**src/rtl/mfq_pkg.sv**
```systemverilog
// ----------------------------------------------------------------------------
// mfq_pkg
// Shared constants, codes and types for the multilevel feedback queue
// scheduler.
// ----------------------------------------------------------------------------
package mfq_pkg;

  localparam int LEVELS      = 3;
  localparam int QUEUE_DEPTH = 16;

  localparam int LVL_W  = $clog2(LEVELS);
  localparam int PTR_W  = $clog2(QUEUE_DEPTH);
  localparam int CNT_W  = $clog2(QUEUE_DEPTH + 1);
  localparam int SLOTS  = LEVELS * QUEUE_DEPTH;
  localparam int ADDR_W = $clog2(SLOTS);

  localparam int ID_W      = 16;
  localparam int BURST_W   = 16;
  localparam int QUANT_W   = 16;
  localparam int TIME_W    = 32;
  localparam int STATUS_W  = 2;
  localparam int OUT_LVL_W = 2;
  localparam int PADDR_W   = 4;
  localparam int PDATA_W   = 32;

  // result status codes
  typedef logic [STATUS_W-1:0] status_t;
  localparam status_t STS_RUN   = 2'd0;
  localparam status_t STS_IDLE  = 2'd1;
  localparam status_t STS_ADDED = 2'd2;
  localparam status_t STS_FULL  = 2'd3;

  // item modes
  localparam logic MODE_ADD      = 1'b0;
  localparam logic MODE_DISPATCH = 1'b1;

  // register word index (paddr[3:2])
  typedef logic [1:0] reg_idx_t;
  localparam reg_idx_t REG_QUANTUM_TOP    = 2'd0;
  localparam reg_idx_t REG_QUANTUM_MIDDLE = 2'd1;
  localparam reg_idx_t REG_QUANTUM_BOTTOM = 2'd2;

  // one queue entry
  typedef struct packed {
    logic [ID_W-1:0]    id;
    logic [BURST_W-1:0] remaining;
    logic               started;
  } slot_t;

  // flat memory address of entry ptr in queue lv
  function automatic logic [ADDR_W-1:0] slot_addr(input logic [LVL_W-1:0] lv,
                                                  input logic [PTR_W-1:0] ptr);
    return ADDR_W'(lv) * ADDR_W'(QUEUE_DEPTH) + ADDR_W'(ptr);
  endfunction

endpackage

```
**src/rtl/mfq_ram.sv**
```systemverilog
// ----------------------------------------------------------------------------
// mfq_ram
// Generic simple dual-port RAM: one write port, one read port, registered
// read data.
// ----------------------------------------------------------------------------
module mfq_ram #(
  parameter int WIDTH = 8,
  parameter int DEPTH = 16
) (
  input  logic                     clk,
  input  logic                     wr_en,
  input  logic [$clog2(DEPTH)-1:0] wr_addr,
  input  logic [WIDTH-1:0]         wr_data,
  input  logic                     rd_en,
  input  logic [$clog2(DEPTH)-1:0] rd_addr,
  output logic [WIDTH-1:0]         rd_data
);

  logic [WIDTH-1:0] mem_r [DEPTH];
  logic [WIDTH-1:0] rd_data_r;

  always_ff @(posedge clk) begin
    if (wr_en) begin
      mem_r[wr_addr] <= wr_data;
    end
    if (rd_en) begin
      rd_data_r <= mem_r[rd_addr];
    end
  end

  assign rd_data = rd_data_r;

endmodule

```
**src/rtl/multilevel_feedback_queue_scheduler_core.sv**
```systemverilog
// ----------------------------------------------------------------------------
// multilevel_feedback_queue_scheduler_core
// Three-level feedback-queue scheduler with per-level time quanta.
// ----------------------------------------------------------------------------
// Each accepted item gives exactly one result. An add (mode 0) puts a process
// at the tail of the top queue and reports added, or rejected when that queue
// is full; it completes once the output register is free. A dispatch (mode 1)
// pops the head of the highest non-empty queue, runs it for the smaller of its
// remaining time and that level's quantum, and then drops it (finished),
// demotes it one level, or requeues it on its own level when it is already at
// the bottom or the lower queue is full. A dispatch passes through a read
// state, the registered read of the queue memory; with nothing queued it
// reports idle without that read. The next item is taken in the cycle the
// current one completes, so adds run at one per cycle while results are not
// stalled, and no dispatch overlaps the next item. The result sits in an
// output register, so a stalled result does not block the next transfer in,
// only its completion. Quanta are written through the APB port (top at 0x0,
// middle at 0x4, bottom at 0x8, low 16 bits kept) and should only be changed
// while the block is idle. Scheduler time is 32 bits and wraps.
// ----------------------------------------------------------------------------
module multilevel_feedback_queue_scheduler_core (
  input  logic                                  clk,
  input  logic                                  rst_n,
  // input channel
  input  logic                                  in_valid,
  output logic                                  in_stall,
  input  logic                                  in_mode,
  input  logic [mfq_pkg::ID_W-1:0]              in_process_id,
  input  logic [mfq_pkg::BURST_W-1:0]           in_burst_time,
  // result channel
  output logic                                  out_valid,
  input  logic                                  out_stall,
  output logic [mfq_pkg::STATUS_W-1:0]          out_status,
  output logic [mfq_pkg::ID_W-1:0]              out_run_id,
  output logic [mfq_pkg::TIME_W-1:0]            out_slice_start,
  output logic [mfq_pkg::BURST_W-1:0]           out_slice_length,
  output logic [mfq_pkg::OUT_LVL_W-1:0]         out_level,
  output logic                                  out_finished,
  output logic                                  out_first_run,
  // configuration (APB)
  input  logic                                  psel,
  input  logic                                  penable,
  input  logic                                  pwrite,
  input  logic [mfq_pkg::PADDR_W-1:0]           paddr,
  input  logic [mfq_pkg::PDATA_W-1:0]           pwdata,
  output logic [mfq_pkg::PDATA_W-1:0]           prdata,
  output logic                                  pready
);

  // sequencer states
  localparam logic [1:0] ST_EMPTY = 2'd0;  // no item held
  localparam logic [1:0] ST_EXEC  = 2'd1;  // item in input register
  localparam logic [1:0] ST_READ  = 2'd2;  // dispatch, head entry being read

  localparam int LEVELS = mfq_pkg::LEVELS;
  localparam int LVL_W  = mfq_pkg::LVL_W;
  localparam int PTR_W  = mfq_pkg::PTR_W;
  localparam int CNT_W  = mfq_pkg::CNT_W;

  localparam int OUT_LVL_W_EXT = mfq_pkg::OUT_LVL_W + LVL_W;

  // --------------------------------------------------------------------------
  // Registers
  // --------------------------------------------------------------------------
  logic [1:0]                    state_r, state_nxt;
  logic                          mode_r;
  logic [mfq_pkg::ID_W-1:0]      pid_r;
  logic [mfq_pkg::BURST_W-1:0]   burst_r;
  logic [LVL_W-1:0]              lvl_r;

  logic [PTR_W-1:0]              head_r  [LEVELS];
  logic [PTR_W-1:0]              tail_r  [LEVELS];
  logic [CNT_W-1:0]              count_r [LEVELS];
  logic [PTR_W-1:0]              head_nxt  [LEVELS];
  logic [PTR_W-1:0]              tail_nxt  [LEVELS];
  logic [CNT_W-1:0]              count_nxt [LEVELS];

  logic [mfq_pkg::TIME_W-1:0]    time_r;
  logic [mfq_pkg::QUANT_W-1:0]   q_top_r, q_mid_r, q_bot_r;

  logic                          out_valid_r;
  mfq_pkg::status_t              out_status_r;
  logic [mfq_pkg::ID_W-1:0]      out_run_id_r;
  logic [mfq_pkg::TIME_W-1:0]    out_start_r;
  logic [mfq_pkg::BURST_W-1:0]   out_len_r;
  logic [mfq_pkg::OUT_LVL_W-1:0] out_level_r;
  logic                          out_finished_r;
  logic                          out_first_r;

  // --------------------------------------------------------------------------
  // Control
  // --------------------------------------------------------------------------
  logic                          accept;
  logic                          out_free;
  logic                          exec_add, exec_disp, in_read;
  logic                          any_ready;
  logic [LVL_W-1:0]              sel_lv;
  logic [PTR_W-1:0]              head_sel;
  logic                          add_room;
  logic                          add_commit, idle_commit, run_commit, requeue;
  logic                          finish;
  logic                          lower_room;
  logic [LVL_W-1:0]              push_lv;
  logic [PTR_W-1:0]              tail_push;

  // slice evaluation
  mfq_pkg::slot_t                rd_slot;
  mfq_pkg::slot_t                requeue_slot;
  mfq_pkg::slot_t                add_slot;
  logic [mfq_pkg::QUANT_W-1:0]   quantum;
  logic                          done;
  logic [mfq_pkg::BURST_W-1:0]   slice_len;
  logic [OUT_LVL_W_EXT-1:0]      lvl_ext;

  // memory port
  logic                          ram_wr_en;
  logic [mfq_pkg::ADDR_W-1:0]    ram_wr_addr;
  mfq_pkg::slot_t                ram_wr_data;
  logic                          ram_rd_en;
  logic [mfq_pkg::ADDR_W-1:0]    ram_rd_addr;
  logic [$bits(mfq_pkg::slot_t)-1:0] ram_rd_data;

  logic                          cfg_wr;
  mfq_pkg::reg_idx_t             cfg_idx;

  assign accept    = in_valid && !in_stall;
  assign out_free  = !out_valid_r || !out_stall;
  assign exec_add  = (state_r == ST_EXEC) && (mode_r == mfq_pkg::MODE_ADD);
  assign exec_disp = (state_r == ST_EXEC) && (mode_r == mfq_pkg::MODE_DISPATCH);
  assign in_read   = (state_r == ST_READ);

  // highest non-empty level and its head pointer
  always_comb begin
    any_ready = 1'b0;
    sel_lv    = '0;
    for (int l = LEVELS - 1; l >= 0; l--) begin
      if (count_r[l] != '0) begin
        any_ready = 1'b1;
        sel_lv    = LVL_W'(l);
      end
    end
  end

  always_comb begin
    head_sel = '0;
    for (int l = 0; l < LEVELS; l++) begin
      if (LVL_W'(l) == sel_lv) begin
        head_sel = head_r[l];
      end
    end
  end

  assign add_room    = (count_r[0] != CNT_W'(mfq_pkg::QUEUE_DEPTH));
  assign add_commit  = exec_add && out_free && add_room;
  assign idle_commit = exec_disp && !any_ready && out_free;
  assign run_commit  = in_read && out_free;
  assign finish      = (exec_add && out_free) || idle_commit || run_commit;

  // a new item comes in as soon as the current one completes
  assign in_stall = !((state_r == ST_EMPTY) || finish);

  // --------------------------------------------------------------------------
  // Slice: quantum of the popped level, length and completion
  // --------------------------------------------------------------------------
  assign rd_slot = mfq_pkg::slot_t'(ram_rd_data);

  always_comb begin
    if (lvl_r == '0) begin
      quantum = q_top_r;
    end else if (lvl_r == LVL_W'(LEVELS - 1)) begin
      quantum = q_bot_r;
    end else begin
      quantum = q_mid_r;
    end
  end

  assign done      = (rd_slot.remaining <= quantum);
  assign slice_len = done ? rd_slot.remaining : quantum;
  assign requeue   = run_commit && !done;

  // demote if there is a lower level with room, else back on own level
  always_comb begin
    lower_room = 1'b0;
    for (int l = 1; l < LEVELS; l++) begin
      if ((LVL_W'(l - 1) == lvl_r) && (count_r[l] != CNT_W'(mfq_pkg::QUEUE_DEPTH))) begin
        lower_room = 1'b1;
      end
    end
  end

  assign push_lv = lower_room ? (lvl_r + LVL_W'(1)) : lvl_r;

  always_comb begin
    tail_push = '0;
    for (int l = 0; l < LEVELS; l++) begin
      if (LVL_W'(l) == push_lv) begin
        tail_push = tail_r[l];
      end
    end
  end

  assign requeue_slot.id        = rd_slot.id;
  assign requeue_slot.remaining = rd_slot.remaining - slice_len;
  assign requeue_slot.started   = 1'b1;

  assign add_slot.id        = pid_r;
  assign add_slot.remaining = burst_r;
  assign add_slot.started   = 1'b0;

  // --------------------------------------------------------------------------
  // Queue memory
  // --------------------------------------------------------------------------
  assign ram_rd_en   = exec_disp && any_ready;
  assign ram_rd_addr = mfq_pkg::slot_addr(sel_lv, head_sel);
  assign ram_wr_en   = add_commit || requeue;
  assign ram_wr_addr = add_commit ? mfq_pkg::slot_addr('0, tail_r[0])
                                  : mfq_pkg::slot_addr(push_lv, tail_push);
  assign ram_wr_data = add_commit ? add_slot : requeue_slot;

  mfq_ram #(
    .WIDTH ($bits(mfq_pkg::slot_t)),
    .DEPTH (mfq_pkg::SLOTS)
  ) u_queue_ram (
    .clk     (clk),
    .wr_en   (ram_wr_en),
    .wr_addr (ram_wr_addr),
    .wr_data (ram_wr_data),
    .rd_en   (ram_rd_en),
    .rd_addr (ram_rd_addr),
    .rd_data (ram_rd_data)
  );

  // --------------------------------------------------------------------------
  // Per-level pointer and count update
  // --------------------------------------------------------------------------
  always_comb begin
    for (int l = 0; l < LEVELS; l++) begin
      logic pop, push;
      pop  = run_commit && (LVL_W'(l) == lvl_r);
      push = (requeue && (LVL_W'(l) == push_lv)) || (add_commit && (l == 0));
      head_nxt[l]  = head_r[l];
      tail_nxt[l]  = tail_r[l];
      count_nxt[l] = count_r[l];
      if (pop) begin
        head_nxt[l] = (head_r[l] == PTR_W'(mfq_pkg::QUEUE_DEPTH - 1)) ? '0
                                                                     : head_r[l] + PTR_W'(1);
      end
      if (push) begin
        tail_nxt[l] = (tail_r[l] == PTR_W'(mfq_pkg::QUEUE_DEPTH - 1)) ? '0
                                                                     : tail_r[l] + PTR_W'(1);
      end
      if (push && !pop) begin
        count_nxt[l] = count_r[l] + CNT_W'(1);
      end else if (pop && !push) begin
        count_nxt[l] = count_r[l] - CNT_W'(1);
      end
    end
  end

  // --------------------------------------------------------------------------
  // Sequencer
  // --------------------------------------------------------------------------
  always_comb begin
    state_nxt = state_r;
    if (accept) begin
      state_nxt = ST_EXEC;
    end else if (finish) begin
      state_nxt = ST_EMPTY;
    end else if (ram_rd_en) begin
      state_nxt = ST_READ;
    end
  end

  always_ff @(posedge clk) begin
    if (!rst_n) begin
      state_r <= ST_EMPTY;
      time_r  <= '0;
      for (int l = 0; l < LEVELS; l++) begin
        head_r[l]  <= '0;
        tail_r[l]  <= '0;
        count_r[l] <= '0;
      end
    end else begin
      state_r <= state_nxt;
      if (run_commit) begin
        time_r <= time_r + mfq_pkg::TIME_W'(slice_len);
      end
      for (int l = 0; l < LEVELS; l++) begin
        head_r[l]  <= head_nxt[l];
        tail_r[l]  <= tail_nxt[l];
        count_r[l] <= count_nxt[l];
      end
    end
  end

  // input register and the level latched for the read cycle
  always_ff @(posedge clk) begin
    if (accept) begin
      mode_r  <= in_mode;
      pid_r   <= in_process_id;
      burst_r <= in_burst_time;
    end
    if (ram_rd_en) begin
      lvl_r <= sel_lv;
    end
  end

  // --------------------------------------------------------------------------
  // Result register
  // --------------------------------------------------------------------------
  assign lvl_ext = OUT_LVL_W_EXT'(lvl_r);

  always_ff @(posedge clk) begin
    if (!rst_n) begin
      out_valid_r <= 1'b0;
    end else if (finish) begin
      out_valid_r <= 1'b1;
    end else if (!out_stall) begin
      out_valid_r <= 1'b0;
    end
  end

  always_ff @(posedge clk) begin
    if (finish) begin
      out_run_id_r   <= '0;
      out_start_r    <= '0;
      out_len_r      <= '0;
      out_level_r    <= '0;
      out_finished_r <= 1'b0;
      out_first_r    <= 1'b0;
      if (run_commit) begin
        out_status_r   <= mfq_pkg::STS_RUN;
        out_run_id_r   <= rd_slot.id;
        out_start_r    <= time_r;
        out_len_r      <= slice_len;
        out_level_r    <= lvl_ext[mfq_pkg::OUT_LVL_W-1:0];
        out_finished_r <= done;
        out_first_r    <= !rd_slot.started;
      end else if (idle_commit) begin
        out_status_r <= mfq_pkg::STS_IDLE;
      end else if (add_room) begin
        out_status_r <= mfq_pkg::STS_ADDED;
      end else begin
        out_status_r <= mfq_pkg::STS_FULL;
      end
    end
  end

  assign out_valid        = out_valid_r;
  assign out_status       = out_status_r;
  assign out_run_id       = out_run_id_r;
  assign out_slice_start  = out_start_r;
  assign out_slice_length = out_len_r;
  assign out_level        = out_level_r;
  assign out_finished     = out_finished_r;
  assign out_first_run    = out_first_r;

  // --------------------------------------------------------------------------
  // Configuration registers
  // --------------------------------------------------------------------------
  assign cfg_idx = paddr[3:2];
  assign cfg_wr  = psel && penable && pwrite;
  assign pready  = 1'b1;

  always_ff @(posedge clk) begin
    if (!rst_n) begin
      q_top_r <= mfq_pkg::QUANT_W'(1);
      q_mid_r <= mfq_pkg::QUANT_W'(2);
      q_bot_r <= mfq_pkg::QUANT_W'(4);
    end else if (cfg_wr) begin
      case (cfg_idx)
        mfq_pkg::REG_QUANTUM_TOP:    q_top_r <= pwdata[mfq_pkg::QUANT_W-1:0];
        mfq_pkg::REG_QUANTUM_MIDDLE: q_mid_r <= pwdata[mfq_pkg::QUANT_W-1:0];
        mfq_pkg::REG_QUANTUM_BOTTOM: q_bot_r <= pwdata[mfq_pkg::QUANT_W-1:0];
        default: ;
      endcase
    end
  end

  always_comb begin
    case (cfg_idx)
      mfq_pkg::REG_QUANTUM_TOP:    prdata = mfq_pkg::PDATA_W'(q_top_r);
      mfq_pkg::REG_QUANTUM_MIDDLE: prdata = mfq_pkg::PDATA_W'(q_mid_r);
      mfq_pkg::REG_QUANTUM_BOTTOM: prdata = mfq_pkg::PDATA_W'(q_bot_r);
      default:                     prdata = '0;
    endcase
  end

endmodule

```
**config.mk**
```make
export PLATFORM = sky130hd
export DESIGN_NAME = multilevel_feedback_queue_scheduler_core
export DESIGN_NICKNAME = d
export VERILOG_FILES = /design/src/rtl/mfq_pkg.sv /design/src/rtl/mfq_ram.sv /design/src/rtl/multilevel_feedback_queue_scheduler_core.sv
export SDC_FILE = /design/constraint.sdc
export NUM_CORES = 2
export LEC_CHECK = 0
export ABC_AREA = 0
export CAP_MARGIN = 15
export CORE_MARGIN = 2
export CORE_UTILIZATION = 60
export CTS_CLUSTER_DIAMETER = 40
export DETAILED_ROUTE_END_ITERATION = 8
export DONT_BUFFER_PORTS = 1
export GPL_TIMING_DRIVEN = 0
export PLACE_DENSITY = 0.76
export SLEW_MARGIN = 25
export SYNTH_ARGS = -nofsm -noshare
export SYNTH_HDL_FRONTEND = slang
export SYNTH_SLANG_ARGS = --single-unit
```
**constraint.sdc**
```tcl
create_clock -name clk -period 12.7 [get_ports clk]
set_clock_uncertainty 0.15 [all_clocks]
set_input_delay 2.54 -clock clk [delete_from_list [all_inputs] [get_ports clk]]
set_output_delay 2.54 -clock clk [all_outputs]
set_load 0.01 [all_outputs]
```
==> run metrics <==
top cells by area, synth=edfxtp_1 69%, nand2_1 6.7%, dfxtp_1 3.3%; drt drc=19; Power Total=15970 uW; Post-synth EDFFs=1722; initial antenna violation count=18; io pins=181; Yosys top cell by area=edfxtp_1; layout cells sized above 1=11.72%; Critical Path RT=13110 ps; Synth warnings=0; max-slew violation count=0; CTS buffer count=199; Tot GR Track Use=39.27%; first-pass GRT wire length=352500 um; CP peak stage delay=780 ps; Die Height=357.4 um; DR iter-0 viols=10220; synthesized area per cell=13.51 um^2; Fill cells=7775; Initial Utilization=60.54%; Reg area=54150 um^2; WS Path Type=register to register; Worst setup EP type=register; Core ar.=123800 um^2; sequential share of power=47.4%; Clock Sinks=1844; Internal Power=11370 uW; status=finished with violations; Pwr Density=183.7 nW/um^2; Placer Congestion=1.025; detailed-route via count=52580; P_sw=4599 uW; Vias per Instance=6.833; peak supply drop=0.1477 mV; fin util=70.21%; Leak Pwr=0.02915 uW; Clk Latency, worst-skew pair=860 ps; final WL=252200 um; switch share=28.80%; final setup fails=0; fraction of registers with async set or reset after synthesis=0%; post-synthesis sequential area ratio=72.26%; Yosys reg bits=1844; Routed wire per std cell=32.77 um; PortBufs=0; clock share of power=35.7%; MaxCap Viol Count=0; Rel. slew slack=17.10%; Max Freq=0.1077 GHz; Cells after Synth=5549; ys flop type=edfxtp_1; FP Rows=129; DR top layer=met5; Clock Tree Buf Depth=3; met3 WL post-DR=40440 um; setup TNS=0 ps; drt pass-1 iters=9; failing checks=design-rule violations; H-tree depth=4; Tcrit/Tclk final=73.10%; area occupied by multi-input gates=19740 um^2; Detailed Place HPWL=172600 um; area delta synth->final=15.99%; Hold Path Class=register to register; post-cts hold buffer count=0; Tmin final=9284 ps; Slowest cell on crit path=clkbuf_1; Distinct cells, synth=75; total gr overflow=0; Final ANT Viol Nets=0; most used cell along the critical path=o21ai_0; Post-CTS Setup Repair Bufs=0; Clock transition at path regs=50 ps; Metal-1 WL=81610 um; DR WL met2=108300 um; Worst Max-Slew Pin Slew=1244 ps; CP startpoint kind=register; Hold Violations, Final=0; Mapped Area=74940 um^2; CTS tree=built; Comb power frac=17.0%; unrepaired setup endpoints after global routing=false; Die Span X=357.4 um; area share of the largest cell type after synthesis=69.00%; Arr. time, crit path=9690 ps; Setup crit start=lvl_r[0]; worst hold path startpoint=q_mid_r[8]; worst setup margin=3416 ps; root buffer cell=clkbuf_16; pre-CTS WS=3795 ps; CTS resizes=0; vias in the first global route=50100; crit-path max FO=26; Die ar.=127700 um^2; largest net degree at the start of global routing=50; Final #Nets=6033; FF-to-FF Start=lvl_r[0]
## flip-flops by register name, indices dropped and copies added (netlist names), 12 cells and up
signal	count
u_queue_ram.mem_r	1584
u_queue_ram.rd_data	33
out_slice_start	32
time_r	32
burst_r	16
out_run_id	16
out_slice_length	16
pid_r	16
q_bot_r	16
q_mid_r	16
q_top_r	16
count_r	15
head_r	12
tail_r	12
## power groups by stage
stage	Sequential [uW]	Combinational, uW	Clock [uW]
CTS	7560	2540	5680
finish	7560	2710	5700
floorplan	7720	1040	0
global placement	7870	2040	0
global route	7570	2730	5920
detailed placement	7690	2520	0
## through the flow
step,std cells,hold slack [ps],cell area [um^2]
floorplan,5564,303.8,75000
global placement,7201,315.9,77050
detailed placement,7318,322.0,80390
CTS,7685,329.4,86850
global route,7687,350.9,86900
finish,7695,334.0,86920
## logic make-up after synthesis
group | count (synthesis) | share of synthesized area [%]
simple gates | 2053 | 11.85
mux | 271 | 3.897
flops | 1844 | 72.26
buf+inv | 383 | 2.309
xor+xnor | 54 | 0.6311
compound gates | 868 | 7.765
other cells | 2 | 0.01002
fa+ha+maj | 74 | 1.286
## path summary, 6_finish.rpt
kind	endpoint	slack [ps]	cells past startpoint
setup / recovery	u_queue_ram.mem_r[13][15]	3420	28
hold / removal	q_mid_r[8]	330	2
setup reg to reg	u_queue_ram.mem_r[13][15]	3420	28
hold reg to reg	q_mid_r[8]	330	2
## synth_stat cells (6+ instances only)
cell / count
a2111oi_0: 6
a211oi_1: 10
a21boi_0: 67
a21o_1: 19
a21oi_1: 249
a22oi_1: 75
a31oi_1: 66
a32o_1: 25
a32oi_1: 126
and2_1: 90
and3_1: 35
and4_1: 17
buf_1: 46
buf_2: 126
buf_4: 26
clkbuf_1: 126
dfxtp_1: 122
edfxtp_1: 1722
ha_1: 69
inv_1: 53
mux2_2: 26
mux2i_1: 231
mux4_2: 14
nand2_1: 1332
nand2b_1: 7
nand3_1: 283
nand4_1: 65
nor2_1: 136
nor2_2: 8
nor2b_1: 20
nor3_1: 17
nor4_1: 8
o2111ai_1: 7
o211ai_1: 8
o21a_1: 13
o21ai_0: 98
o21ai_1: 18
o221ai_1: 17
o22ai_1: 20
o31ai_1: 6
or3_1: 18
or4_1: 8
xnor2_1: 33
xor2_1: 21
## final cells by class
class                           count  share of cell area (%)
Tap cell                         1637                   2.356
Antenna cell                        9                 0.02591
Buffer                            329                   1.768
Clock inverter                    128                   1.403
Sequential cell                  1844                   62.30
Inverter                           54                  0.2332
Clock buffer                      239                   6.023
Timing Repair Buffer              118                   3.184
Multi-Input combinational cell   3337                   22.71
## layer usage
metal | track usage [%] | vias up
li1 | - | 21390
met1 | 48.59 | 25280
met2 | 57.63 | 4811
met3 | 14.31 | 1076
met4 | 27.53 | 28
met5 | 0.4074 | -
## worst max-delay path: cells and delay by family, from the launching register on
family,cells,cell delay (ps)
AOI/OAI and AO/OA,11,3370
adders and majority gates,3,930
DFF,1,450
buffers and inverters,8,2950
and+or+nand+nor,5,870
xor gates and xnor gates,1,230
## cell usage in the layout, fill, tap and decap left out, types with 122 or more instances in the layout
cell	n
edfxtp_1	1722
clkbuf_16	203
dfxtp_1	122
mux2i_1	231
buf_2	126
a21oi_1	247
nand2_1	1332
a32oi_1	126
nand3_1	283
clkbuf_1	154
No activity file was read; power rests on OpenSTA's default activity.
